### src/sv/plq_pkg.sv
// ----------------------------------------------------------------------------
// plq_pkg: shared types and constants of the piecewise-linear integral core
// Transaction structs, knot memory entry layout, operation, status and
// configuration codes, and the 128-bit extension and saturation helpers.
// ----------------------------------------------------------------------------
package plq_pkg;

    localparam int FRAC_BITS = 16;

    typedef logic signed [127:0] wide_t;

    localparam wide_t INV3 = wide_t'(128'hAAAAAAAA_AAAAAAAA_AAAAAAAA_AAAAAAAB);

    localparam logic [1:0] OP_CLEAR = 2'd0;
    localparam logic [1:0] OP_LOAD  = 2'd1;
    localparam logic [1:0] OP_QUERY = 2'd2;

    localparam logic [2:0] ST_OK         = 3'd0;
    localparam logic [2:0] ST_NOT_INC    = 3'd1;
    localparam logic [2:0] ST_RANGE      = 3'd2;
    localparam logic [2:0] ST_BAD_INDEX  = 3'd3;
    localparam logic [2:0] ST_INDEX_ZERO = 3'd4;
    localparam logic [2:0] ST_FULL       = 3'd5;

    localparam logic [1:0] CFG_MODE         = 2'd0;
    localparam logic [1:0] CFG_TOP_WIDTH    = 2'd1;
    localparam logic [1:0] CFG_WIDTH_SLOPE  = 2'd2;
    localparam logic [1:0] CFG_SLICE_HEIGHT = 2'd3;

    typedef struct packed {
        logic [1:0]         op;
        logic signed [31:0] knot_x;
        logic signed [31:0] knot_sigma;
        logic signed [31:0] cut_x;
        logic [7:0]         cut_index;
        logic signed [31:0] cut_sigma;
    } in_item_t;

    typedef struct packed {
        logic [2:0]         status;
        logic signed [63:0] area;
        logic signed [63:0] moment;
    } out_item_t;

    typedef struct packed {
        logic signed [31:0] pos;
        logic signed [31:0] sig;
        logic signed [31:0] wid;
        logic signed [63:0] area;
        logic signed [63:0] moment;
    } entry_t;

    function automatic wide_t sx32(input logic signed [31:0] v);
        return wide_t'(v);
    endfunction

    function automatic wide_t sx64(input logic signed [63:0] v);
        return wide_t'(v);
    endfunction

    function automatic logic signed [63:0] sat64(input wide_t v);
        logic signed [63:0] lo;
        lo = v[63:0];
        if (sx64(lo) == v) return lo;
        return v[127] ? {1'b1, {63{1'b0}}} : {1'b0, {63{1'b1}}};
    endfunction

    function automatic logic signed [31:0] sat32(input wide_t v);
        logic signed [31:0] lo;
        lo = v[31:0];
        if (sx32(lo) == v) return lo;
        return v[127] ? {1'b1, {31{1'b0}}} : {1'b0, {31{1'b1}}};
    endfunction

    // remainder of a signed value by three, in 0..2; fold on powers of two
    // congruent to one, then add two for the sign weight
    function automatic logic [1:0] mod3(input wide_t v);
        logic [64:0] f64;
        logic [33:0] f32;
        logic [17:0] f16;
        logic [9:0]  f8;
        logic [5:0]  f4;
        logic [3:0]  f2;
        logic [1:0]  r;
        f64 = 65'(v[63:0]) + 65'(v[127:64]);
        f32 = 34'(f64[31:0]) + 34'(f64[63:32]) + 34'(f64[64]);
        f16 = 18'(f32[15:0]) + 18'(f32[31:16]) + 18'(f32[33:32]);
        f8  = 10'(f16[7:0]) + 10'(f16[15:8]) + 10'(f16[17:16]);
        f4  = 6'(f8[3:0]) + 6'(f8[7:4]) + 6'(f8[9:8]);
        f2  = 4'(f4[1:0]) + 4'(f4[3:2]) + 4'(f4[5:4]) + (v[127] ? 4'd2 : 4'd0);
        case (f2)
            4'd1, 4'd4, 4'd7, 4'd10: r = 2'd1;
            4'd2, 4'd5, 4'd8, 4'd11: r = 2'd2;
            default:                 r = 2'd0;
        endcase
        return r;
    endfunction

endpackage

### src/sv/plq_mul.sv
// ----------------------------------------------------------------------------
// plq_mul: iterative 128 x 128 multiplier, product modulo 2^128
// Accumulates one 32 x 32 partial product per cycle, sixteen in all.
// ----------------------------------------------------------------------------
module plq_mul (
    input  logic           clk,
    input  logic           rst_n,
    input  logic           go,
    input  plq_pkg::wide_t a,
    input  plq_pkg::wide_t b,
    output logic           done,
    output plq_pkg::wide_t p
);
    import plq_pkg::*;

    wide_t       a_reg;
    wide_t       b_reg;
    logic [127:0] acc_reg;
    logic [3:0]  cnt_reg;
    logic        run_reg;
    logic        done_reg;

    logic [31:0]  aw;
    logic [31:0]  bw;
    logic [63:0]  pp;
    logic [2:0]   wsum;
    logic [127:0] pp_sh;

    always_comb
    begin
        aw    = a_reg[cnt_reg[3:2]*32 +: 32];
        bw    = b_reg[cnt_reg[1:0]*32 +: 32];
        pp    = aw * bw;
        wsum  = 3'(cnt_reg[3:2]) + 3'(cnt_reg[1:0]);
        pp_sh = 128'(pp) << {wsum, 5'b0};
    end

    always_ff @(posedge clk or negedge rst_n)
    begin
        if (!rst_n)
        begin
            a_reg    <= '0;
            b_reg    <= '0;
            acc_reg  <= '0;
            cnt_reg  <= '0;
            run_reg  <= 1'b0;
            done_reg <= 1'b0;
        end
        else
        begin
            done_reg <= 1'b0;
            if (go)
            begin
                a_reg   <= a;
                b_reg   <= b;
                acc_reg <= '0;
                cnt_reg <= '0;
                run_reg <= 1'b1;
            end
            else if (run_reg)
            begin
                acc_reg <= acc_reg + pp_sh;
                cnt_reg <= cnt_reg + 4'd1;
                if (cnt_reg == 4'd15)
                begin
                    run_reg  <= 1'b0;
                    done_reg <= 1'b1;
                end
            end
        end
    end

    assign done = done_reg;
    assign p    = wide_t'(acc_reg);

endmodule

### config.mk
export PLATFORM = sky130hd
export DESIGN_NAME = plq_mul
export DESIGN_NICKNAME = d
export VERILOG_FILES = /design/src/sv/plq_pkg.sv /design/src/sv/plq_mul.sv
export SDC_FILE = /design/constraint.sdc
export NUM_CORES = 2
export LEC_CHECK = 0
export BUFFER_PORTS_ARGS = -buffer_cell sky130_fd_sc_hd__buf_2
export CORE_MARGIN = 4
export CORE_UTILIZATION = 35
export DETAILED_ROUTE_END_ITERATION = 16
export GPL_ROUTABILITY_DRIVEN = 1
export PLACE_DENSITY = 0.49
export REMOVE_ABC_BUFFERS = 1
export SLEW_MARGIN = 20
export SYNTH_ARGS = -nofsm -noshare
export SYNTH_HDL_FRONTEND = slang
export SYNTH_SLANG_ARGS = --single-unit
### constraint.sdc
create_clock -name clk -period 22.1 [get_ports clk]
set_input_delay 4.42 -clock clk [delete_from_list [all_inputs] [get_ports clk]]
set_output_delay 4.42 -clock clk [all_outputs]
set_load 0.02 [all_outputs]
==> results.json <==
{
  "status": "finished, final reports clean",
  "criticalPathCategory": "flop to flop",
  "reg2reg_from": "cnt_reg[3]$_DFFE_PN0P_",
  "clock_path_buffers": 3,
  "port-buffer-count": 387,
  "crit_family": "compound AO/OA/AOI/OAI gates",
  "final.period_utilization_pct": 67.6,
  "wl_per_cell_um": 25.3,
  "ys.flop_type": "dfrtp_1",
  "cp-startpoint": "cnt_reg[3]$_DFFE_PN0P_",
  "place_congestion": 0.958,
  "wl_met1_um": 98500,
  "start_kind": "flop",
  "cts_resized": 0,
  "drt_iter0_drc": 4274,
  "fmax_ghz": 0.0669,
  "path_clk_slew_ns": 0.05,
  "syn_inst": 6563,
  "synthTopCellsByArea": "fa_1, dfrtp_1, ha_1, mux2_2, inv_1",
  "grt_start_max_net_pins": 140,
  "finalClockSkew_ns": 0.0599,
  "hold_ws_ns": 0.499,
  "cts-buffers-inserted": 54,
  "end_kind": "flop",
  "drt-total-wl_um": 226000,
  "async_flop_share_pct": 100,
  "routed_via_density": 5.44,
  "hp-start": "b_reg[69]$_DFFE_PN0P_",
  "setup_ws_ns": 7.16,
  "ys_seq_area_share_pct": 16.7,
  "yosysTopAreaCell": "fa_1",
  "ios": 388,
  "cts_setup_buffers": 0,
  "start_util_pct": 35.4,
  "worst_slew_pin_slew_ns": 1.20,
  "drv_cap": 0,
  "cts_tree": "done",
  "globalRoute.totalOverflow": 0,
  "cpMostUsedCell": "fa_1",
  "crit_arrival_ns": 15.46,
  "drive_gt1_share_pct": 15.1,
  "finalSetupTns_ns": 0,
  "min_period_ns": 14.94,
  "numPlacedInstances": 8862,
  "dieArea_um2": 174000,
  "crit_fanout": 36,
  "max_slew_margin_pct": 20.0,
  "crit_required_ns": 22.62,
  "multi_input_area_um2": 44200,
  "final_nets": 8278,
  "vias": 48723,
  "firstDrtPassIters": 6,
  "cts_sinks": 390,
  "cpPeakStageDelay_ns": 0.86,
  "area_growth_pct": 10.7,
  "final-seq-area_um2": 9780,
  "yosysMostFrequentCell": "inv_1",
  "fp.dieW_um": 417,
  "synth_top_area_share_pct": 30.7,
  "layout.cells.non_filler": 8960,
  "grt_usage_pct": 26.0,
  "holdBufCountCts": 0,
  "ys_types": 89,
  "rsz0062_at_grt": "no",
  "grt_pass1_wl_um": 339000,
  "finalSetupViolations": 0,
  "synth-seq-cells": 390,
  "fp.coreArea_um2": 166000,
  "cts_max_level": 2,
  "cp_num_buf_inv": 4,
  "hpwl_um": 176000,
  "synth_warnings": 0,
  "met3WireLength_um": 17000,
  "hold_class": "flop to flop",
  "slowest_stage": "o21ai_4",
  "synth_edf_count": 0,
  "drtAntennaViolNets": 0,
  "rows": 149,
  "drc": 0,
  "highest_layer": "met5",
  "avgSynthCellArea_um2": 8.93,
  "cts_root_buf": "clkbuf_16",
  "report.final.hold_viol_count": 0,
  "ff2ff_setup_slack_ns": 7.16,
  "post-place-ws_ns": 7.40,
  "clk_latency_ns": 0.71,
  "antenna_found_initial": 6,
  "die_h_um": 417,
  "synthTopCellsByCount": "inv_1, fa_1, nor2_1",
  "grt_pass1_vias": 50824,
  "synth_area_um2": 58600,
  "fillers": 16893,
  "met2WireLength_um": 102000,
  "finalMaxSlewViolations": 0
}
[cell type report]
class | instances | share of cell area [%]
well taps | 2189 | 4.22
clock buffers | 71 | 2.40
repair buffers | 501 | 4.39
clock inverters | 24 | 0.427
flip-flops and latches | 390 | 15.1
multi-input cells | 4880 | 68.2
inverters | 902 | 5.22
diodes | 3 | 0.0116
[final timing paths]
| path | end | cells past startpoint |
|---|---|---|
| worst max-delay path | p[125]$_DFFE_PN0P_ | 39 |
| worst min-delay path | b_reg[69]$_DFFE_PN0P_ | 1 |
| worst max register to register | p[125]$_DFFE_PN0P_ | 39 |
| worst min register to register | b_reg[69]$_DFFE_PN0P_ | 1 |
| max in group asynchronous | a_reg[119]$_DFFE_PN0P_ | 4 |
| min in group asynchronous | p[45]$_DFFE_PN0P_ | 1 |
[through the flow]
stage | util, % | cell area, µm²
after CTS | 39.1 | 64800
after floorplan | - | 57100
final | 39.1 | 64800
after detailed placement | 38.0 | 63000
after global routing | 39.1 | 64800
after global placement | 38.0 | 63000
[placed cells by master, fill, tap and decap left out, types with 12 or more instances in the layout]
cell,count
nand4_1,90
buf_2,385
buf_4,112
xnor2_1,91
clkbuf_16,56
nand2b_1,20
a31oi_1,28
o211ai_1,21
inv_1,901
o21ai_0,178
and3_1,19
nor2b_1,24
nor3_1,47
o21ai_4,17
nor2_1,867
a21o_1,86
fa_1,898
mux2_2,329
a22o_1,13
or3_1,12
o21bai_1,53
or2_2,18
nand2_1,746
mux2i_1,117
xor2_1,79
nand3_1,47
a211oi_1,22
ha_1,391
dfrtp_1,385
o21a_1,82
a21oi_1,271
and2_1,61
o31ai_1,25
o21ai_2,20
o21ai_1,33
o22ai_1,20
[cell families after synthesis]
family | after synthesis | synth area share, %
muxes | 452 | 8.55
adders and majority gates | 1290 | 39.1
AOI/OAI and AO/OA | 975 | 10.6
and+or+nand+nor | 1992 | 14.3
buffers and inverters | 1293 | 8.32
DFF | 390 | 16.7
xor gates and xnor gates | 171 | 2.57
[routing by layer]
layer / track usage (%) / vias to the layer above
li1: - / 21462
met1: 35.8 / 25032
met2: 41.1 / 1900
met3: 4.78 / 325
met4: 8.98 / 4
met5: 0 / -
[worst reg2reg max path, delay by kind of cell (launching register included)]
family                   cells  cell delay, ns
AO/OA/AOI/OAI               17            6.29
XOR/XNOR                     2            0.39
adder cells (fa/ha/maj)     10            4.83
buffers and inverters        4            1.29
flip-flops                   1            0.60
multiplexers                 1            0.46
AND/OR/NAND/NOR              5            0.93
Power is not shown: default switching activity piles up to over one toggle a cycle in this logic, so the estimate is an artifact.
