File: src/sv/plq_pkg.sv
// ----------------------------------------------------------------------------
// plq_pkg: shared types and constants of the piecewise-linear integral core
// Transaction structs, knot memory entry layout, operation, status and
// configuration codes, and the 128-bit extension and saturation helpers.
// ----------------------------------------------------------------------------
package plq_pkg;

    localparam int FRAC_BITS = 16;

    typedef logic signed [127:0] wide_t;

    localparam wide_t INV3 = wide_t'(128'hAAAAAAAA_AAAAAAAA_AAAAAAAA_AAAAAAAB);

    localparam logic [1:0] OP_CLEAR = 2'd0;
    localparam logic [1:0] OP_LOAD  = 2'd1;
    localparam logic [1:0] OP_QUERY = 2'd2;

    localparam logic [2:0] ST_OK         = 3'd0;
    localparam logic [2:0] ST_NOT_INC    = 3'd1;
    localparam logic [2:0] ST_RANGE      = 3'd2;
    localparam logic [2:0] ST_BAD_INDEX  = 3'd3;
    localparam logic [2:0] ST_INDEX_ZERO = 3'd4;
    localparam logic [2:0] ST_FULL       = 3'd5;

    localparam logic [1:0] CFG_MODE         = 2'd0;
    localparam logic [1:0] CFG_TOP_WIDTH    = 2'd1;
    localparam logic [1:0] CFG_WIDTH_SLOPE  = 2'd2;
    localparam logic [1:0] CFG_SLICE_HEIGHT = 2'd3;

    typedef struct packed {
        logic [1:0]         op;
        logic signed [31:0] knot_x;
        logic signed [31:0] knot_sigma;
        logic signed [31:0] cut_x;
        logic [7:0]         cut_index;
        logic signed [31:0] cut_sigma;
    } in_item_t;

    typedef struct packed {
        logic [2:0]         status;
        logic signed [63:0] area;
        logic signed [63:0] moment;
    } out_item_t;

    typedef struct packed {
        logic signed [31:0] pos;
        logic signed [31:0] sig;
        logic signed [31:0] wid;
        logic signed [63:0] area;
        logic signed [63:0] moment;
    } entry_t;

    function automatic wide_t sx32(input logic signed [31:0] v);
        return wide_t'(v);
    endfunction

    function automatic wide_t sx64(input logic signed [63:0] v);
        return wide_t'(v);
    endfunction

    function automatic logic signed [63:0] sat64(input wide_t v);
        logic signed [63:0] lo;
        lo = v[63:0];
        if (sx64(lo) == v) return lo;
        return v[127] ? {1'b1, {63{1'b0}}} : {1'b0, {63{1'b1}}};
    endfunction

    function automatic logic signed [31:0] sat32(input wide_t v);
        logic signed [31:0] lo;
        lo = v[31:0];
        if (sx32(lo) == v) return lo;
        return v[127] ? {1'b1, {31{1'b0}}} : {1'b0, {31{1'b1}}};
    endfunction

    // remainder of a signed value by three, in 0..2; fold on powers of two
    // congruent to one, then add two for the sign weight
    function automatic logic [1:0] mod3(input wide_t v);
        logic [64:0] f64;
        logic [33:0] f32;
        logic [17:0] f16;
        logic [9:0]  f8;
        logic [5:0]  f4;
        logic [3:0]  f2;
        logic [1:0]  r;
        f64 = 65'(v[63:0]) + 65'(v[127:64]);
        f32 = 34'(f64[31:0]) + 34'(f64[63:32]) + 34'(f64[64]);
        f16 = 18'(f32[15:0]) + 18'(f32[31:16]) + 18'(f32[33:32]);
        f8  = 10'(f16[7:0]) + 10'(f16[15:8]) + 10'(f16[17:16]);
        f4  = 6'(f8[3:0]) + 6'(f8[7:4]) + 6'(f8[9:8]);
        f2  = 4'(f4[1:0]) + 4'(f4[3:2]) + 4'(f4[5:4]) + (v[127] ? 4'd2 : 4'd0);
        case (f2)
            4'd1, 4'd4, 4'd7, 4'd10: r = 2'd1;
            4'd2, 4'd5, 4'd8, 4'd11: r = 2'd2;
            default:                 r = 2'd0;
        endcase
        return r;
    endfunction

endpackage

File: src/sv/plq_div.sv
// ----------------------------------------------------------------------------
// plq_div: floor division of a signed 128-bit value by an unsigned 32-bit one
// Restoring division, one quotient bit per cycle, then a sign fix step.
// ----------------------------------------------------------------------------
module plq_div (
    input  logic           clk,
    input  logic           rst_n,
    input  logic           go,
    input  plq_pkg::wide_t n,
    input  logic [31:0]    d,
    output logic           done,
    output plq_pkg::wide_t q
);
    import plq_pkg::*;

    typedef enum logic [1:0] {
        D_IDLE,
        D_RUN,
        D_FIX
    } dstate_t;

    dstate_t      state_reg;
    logic [127:0] sh_reg;
    logic [31:0]  rem_reg;
    logic [31:0]  d_reg;
    logic [6:0]   cnt_reg;
    logic         neg_reg;
    logic         done_reg;
    wide_t        q_reg;

    logic [32:0]  trial;
    logic         ge;
    logic [32:0]  diff;

    always_comb
    begin
        trial = {rem_reg, sh_reg[127]};
        ge    = trial >= {1'b0, d_reg};
        diff  = trial - {1'b0, d_reg};
    end

    always_ff @(posedge clk or negedge rst_n)
    begin
        if (!rst_n)
        begin
            state_reg <= D_IDLE;
            sh_reg    <= '0;
            rem_reg   <= '0;
            d_reg     <= '0;
            cnt_reg   <= '0;
            neg_reg   <= 1'b0;
            done_reg  <= 1'b0;
            q_reg     <= '0;
        end
        else
        begin
            done_reg <= 1'b0;
            case (state_reg)
                D_IDLE:
                begin
                    if (go)
                    begin
                        sh_reg    <= n[127] ? 128'(-n) : 128'(n);
                        neg_reg   <= n[127];
                        d_reg     <= d;
                        rem_reg   <= '0;
                        cnt_reg   <= '0;
                        state_reg <= D_RUN;
                    end
                end
                D_RUN:
                begin
                    rem_reg <= ge ? diff[31:0] : trial[31:0];
                    sh_reg  <= {sh_reg[126:0], ge};
                    cnt_reg <= cnt_reg + 7'd1;
                    if (cnt_reg == 7'd127)
                    begin
                        state_reg <= D_FIX;
                    end
                end
                D_FIX:
                begin
                    q_reg     <= neg_reg ? wide_t'(~sh_reg + 128'(rem_reg == '0))
                                         : wide_t'(sh_reg);
                    done_reg  <= 1'b1;
                    state_reg <= D_IDLE;
                end
                default:
                begin
                    state_reg <= D_IDLE;
                end
            endcase
        end
    end

    assign done = done_reg;
    assign q    = q_reg;

endmodule
File: config.mk
export PLATFORM = sky130hd
export DESIGN_NAME = plq_div
export DESIGN_NICKNAME = d
export VERILOG_FILES = /design/src/sv/plq_pkg.sv /design/src/sv/plq_div.sv
export SDC_FILE = /design/constraint.sdc
export NUM_CORES = 1
export LEC_CHECK = 0
export BUFFER_PORTS_ARGS = -buffer_cell sky130_fd_sc_hd__buf_2
export CORE_AREA = 10 10 199 341
export CTS_CLUSTER_SIZE = 30
export DETAILED_ROUTE_END_ITERATION = 6
export DIE_AREA = 0 0 209 351
export PLACE_DENSITY = 0.52
export SETUP_SLACK_MARGIN = 0.05
export SYNTH_ARGS = -nofsm -noshare
export SYNTH_HDL_FRONTEND = slang
export SYNTH_SLANG_ARGS = --single-unit
File: constraint.sdc
create_clock -name clk -period 4.5 [get_ports clk]
set_input_delay 0.225 -clock clk [delete_from_list [all_inputs] [get_ports clk]]
set_output_delay 0.225 -clock clk [all_outputs]
set_load 0.03 [all_outputs]
==> results.yml <==
run_status:
  outcome: "complete, no violations"
routing:
  drt-initial-drc-count: 1602
  drc: 0
  antenna_violating_nets_post_route: 0
  drt-vias-per-instance: 5.805
  drt_pass1_iterations: 7
  wirelength_per_cell_um: 24.23
  detailroute.via_count: 21378
  route.final.wire_length_um: 89230
yosys:
  mappedNetlistNets: 2750
  yosys.area.top_type_share_pct: 38.55
  netlist_area_um2: 21490
  average_cell_area_after_synthesis_um2: 8.426
  synth-seq-area-share_pct: 38.55
  ys_types: 70
  synth.top_cells.by_count: "sky130_fd_sc_hd__o21ai_0, sky130_fd_sc_hd__dfrtp_1, sky130_fd_sc_hd__nand2_1, sky130_fd_sc_hd__xor2_1, sky130_fd_sc_hd__clkbuf_1"
  syn_inst_count: 2550
  synthMostInstantiatedCell: "sky130_fd_sc_hd__o21ai_0"
  synth_async_sr_flop_share_pct: 100.0
  number_of_flops_mapped_to_enable_cells_by_yosys: 0
  synth_ff_type: "sky130_fd_sc_hd__dfrtp_1"
  synth.area.top_cells: "sky130_fd_sc_hd__dfrtp_1, sky130_fd_sc_hd__o21ai_0, sky130_fd_sc_hd__xor2_1"
  ys_warn_count: 0
  post_synthesis_register_bit_count: 331
  yosys.area.top_type: "sky130_fd_sc_hd__dfrtp_1"
timing:
  timing.slew.headroom_pct: 35.01
  setup_viol: 0
  fin_skew_ns: 0.03026
  timing.final.crit_share_pct: 96.98
  timing.final.max_slew_violations: 0
  final.min_clock_period_ns: 4.364
  hold_ws_ns: 0.02745
  max_slew.worst_pin.slew_ns: 0.9622
  post-route-worst-setup-slack_ns: 0.1360
  setup_repair_after_global_routing_missed_its_margin: "yes"
  hold_violations: 0
  achievable-frequency_ghz: 0.2291
floorplan:
  initial_utilization_pct: 34.61
  num_rows: 121
  die_w_um: 209
  top_level_ports: 292
  design.die.area_um2: 73360
  core_area_um2: 62070
  die_y_um: 351
global_route:
  pin_count_of_the_biggest_net_entering_global_routing: 165
  first_pass_grt_wire_length_um: 134700
  grt_pass1_vias: 21289
  grt_antenna_before_repair: 21
  grt_overflow: 0
  grt_usage_pct: 23.49
pwr:
  pwr-share-clk_pct: 22.9
  cellInternalPower_mw: 8.821
  seq_power_share_pct: 34.7
  power.switching_fraction_pct: 44.05
  power_frac_comb_pct: 42.4
  power_leakage_nw: 10.92
  peakVddDrop_mv: 0.5342
  power_density_nw_per_um2: 603.9
  netSwitchingPower_mw: 6.946
setup_path:
  worst_ep_arrival_time_ns: 4.78
  series_of_cell_instances_along_the_critical_path: "nor4_1 > nand4_1 > nor2_1 > ha_1 > ha_1 > and4_1 > nand4_1 > nor4_2 > buf_4 > nand4_1 > o41ai_1 > xor2_1 > o21ai_0"
  slowest_delay_ns: 0.62
  worst-path-max-fanout: 6
  cp-endpoint: "q[96]"
  cpMaxStageDelayCell: "sky130_fd_sc_hd__nor4_1"
  path_common_cell: "sky130_fd_sc_hd__nand4_1"
  reg2reg_slack_ns: 0.14
  reg2reg_to: "q[96]"
  worst_setup_path_startpoint: "rem_reg[6]"
  start_kind: "register"
  worstRegToRegCells: 13
  crit_path_end_kind: "register"
  critical_path_class: "reg2reg"
  worstReg2RegStart: "rem_reg[6]"
  cp.depth: 13
  cp_num_buf_inv: 1
  critical_path_required_ns: 4.92
  critical-path-top-delay-family: "simple AND/OR/NAND/NOR gates"
clocking:
  ctsHtreeMaxLevel: 2
  buffers_from_clock_root_to_sink_at_most: 3
  cts_buf_count: 38
  cts.root.buffer_cell: "sky130_fd_sc_hd__clkbuf_16"
  clk-insertion-delay-late_ns: 0.59
  cts.sink_count: 331
  cts.clk_slew.worst_paths_ns: 0.08
  cts_tree: "built"
place:
  placement.setup.worst_slack_ns: -0.03198
  port_buffer_count: 291
  detailed_place_hpwl_um: 66590
  gpl.final_weighted_congestion: 0.9183
flow_run:
  number_of_maximum_capacitance_constraint_violations: 0
finish:
  fin_nets: 3044
  synth_to_layout_area_growth_pct: 21.52
  post_route_cells_drive_above_1_share_pct: 15.81
min_path:
  min_path_type: "in2reg"
  holdCritStartpoint: "n[37]"
[logic make-up after synthesis]
group / Yosys count / share of synthesized area [%]
compound gates: 807 / 23.05
flops: 331 / 38.55
simple gates: 878 / 20.60
xor+xnor: 205 / 8.357
buf+inv: 220 / 3.890
fa+ha+maj: 37 / 2.190
mux: 72 / 3.354
[per-stage QoR]
step	cell area, µm²	utilization [%]	total power [mW]	setup TNS [ns]	instances
after floorplan	21490	-	9.548	0	2550
after global placement	23740	38.25	11.93	0	3517
after detailed placement	23740	38.25	12.03	-0.03198	3517
after CTS	26020	41.92	15.79	0	3670
after global routing	26100	42.04	16.76	0	3678
final	26110	42.06	15.77	0	3683
[layout by cell type (no fill, tap or decap), types with 34 or more instances in the layout]
| cell type | n |
|---|---|
| sky130_fd_sc_hd__o21ai_0 | 370 |
| sky130_fd_sc_hd__dfrtp_1 | 330 |
| sky130_fd_sc_hd__nand2_1 | 298 |
| sky130_fd_sc_hd__buf_2 | 290 |
| sky130_fd_sc_hd__xor2_1 | 164 |
| sky130_fd_sc_hd__nor2_1 | 141 |
| sky130_fd_sc_hd__a21oi_1 | 116 |
| sky130_fd_sc_hd__nand3_1 | 94 |
| sky130_fd_sc_hd__dlygate4sd3_1 | 84 |
| sky130_fd_sc_hd__mux2i_1 | 72 |
| sky130_fd_sc_hd__nor3_1 | 71 |
| sky130_fd_sc_hd__a22o_1 | 66 |
| sky130_fd_sc_hd__a22oi_1 | 61 |
| sky130_fd_sc_hd__inv_1 | 55 |
| sky130_fd_sc_hd__or3_1 | 45 |
| sky130_fd_sc_hd__o31ai_1 | 44 |
| sky130_fd_sc_hd__xnor2_1 | 41 |
| sky130_fd_sc_hd__clkbuf_16 | 41 |
| sky130_fd_sc_hd__nor4_1 | 40 |
| sky130_fd_sc_hd__buf_4 | 39 |
| sky130_fd_sc_hd__ha_1 | 36 |
| sky130_fd_sc_hd__or4_1 | 34 |
[power by group through the flow]
stage                     combinational, mW  clock, mW  sequential [mW]
after detailed placement               6.57          0             5.46
after CTS                              6.67       3.71             5.41
after floorplan                        4.86          0             4.69
after global placement                 6.49          0             5.44
final                                  6.69       3.61             5.47
after global routing                   7.40       3.81             5.55
[how the worst min path moves through the flow]
| stage | endpoint | slack [ns] | depth (start not counted) |
|---|---|---|---|
| 5_1_grt | sh_reg[3] | 0.01 | 3 |
| 4_1_cts | sh_reg[122] | 0.001 | 3 |
| 3_5_place_dp | q[112] | 0.25 | 1 |
| 6_report | sh_reg[37] | 0.03 | 3 |
| 3_3_place_gp | q[112] | 0.24 | 1 |
| 2_1_floorplan | cnt_reg[0] | -0.07 | 0 |
[per-layer routing]
metal  up-vias  global-route usage (%)  routed length (µm)
met5         -                       0                 123
met4        20                   13.33                5295
met3       214                   4.545                5435
met2       834                   41.09               44700
met1     10375                   26.25               33670
li1       9935                       -                   -
[worst register-to-register path, stage by stage (launching register included)]
cell and delay [ns]:
sky130_fd_sc_hd__dfrtp_1 0.41, sky130_fd_sc_hd__nor4_1 0.62, sky130_fd_sc_hd__nand4_1 0.24, sky130_fd_sc_hd__nor2_1 0.24
sky130_fd_sc_hd__ha_1 0.23, sky130_fd_sc_hd__ha_1 0.24, sky130_fd_sc_hd__and4_1 0.34, sky130_fd_sc_hd__nand4_1 0.29
sky130_fd_sc_hd__nor4_2 0.34, sky130_fd_sc_hd__buf_4 0.21, sky130_fd_sc_hd__nand4_1 0.35, sky130_fd_sc_hd__o41ai_1 0.45
sky130_fd_sc_hd__xor2_1 0.18, sky130_fd_sc_hd__o21ai_0 0.09
[final cells by class]
type,instances,area (µm²)
Timing Repair Buffer,418,2680
Tap cell,799,999.7
Multi-Input combinational cell,1999,12480
Fill cell,6311,35960
Sequential cell,331,8287
Antenna cell,13,32.53
Clock inverter,19,311.5
Inverter,56,210.2
Clock buffer,48,1112
[what timing repair did]
action / in CTS / in global routing
pin swaps: 0 / 1
buffers inserted: 2 / 0
gates resized for setup: 0 / 9
endpoints found under the hold margin: 157 / 0
hold buffers: 84 / 0
setup endpoints to repair: 1 / 26
Note: power is estimated with default switching activity, not from simulation.
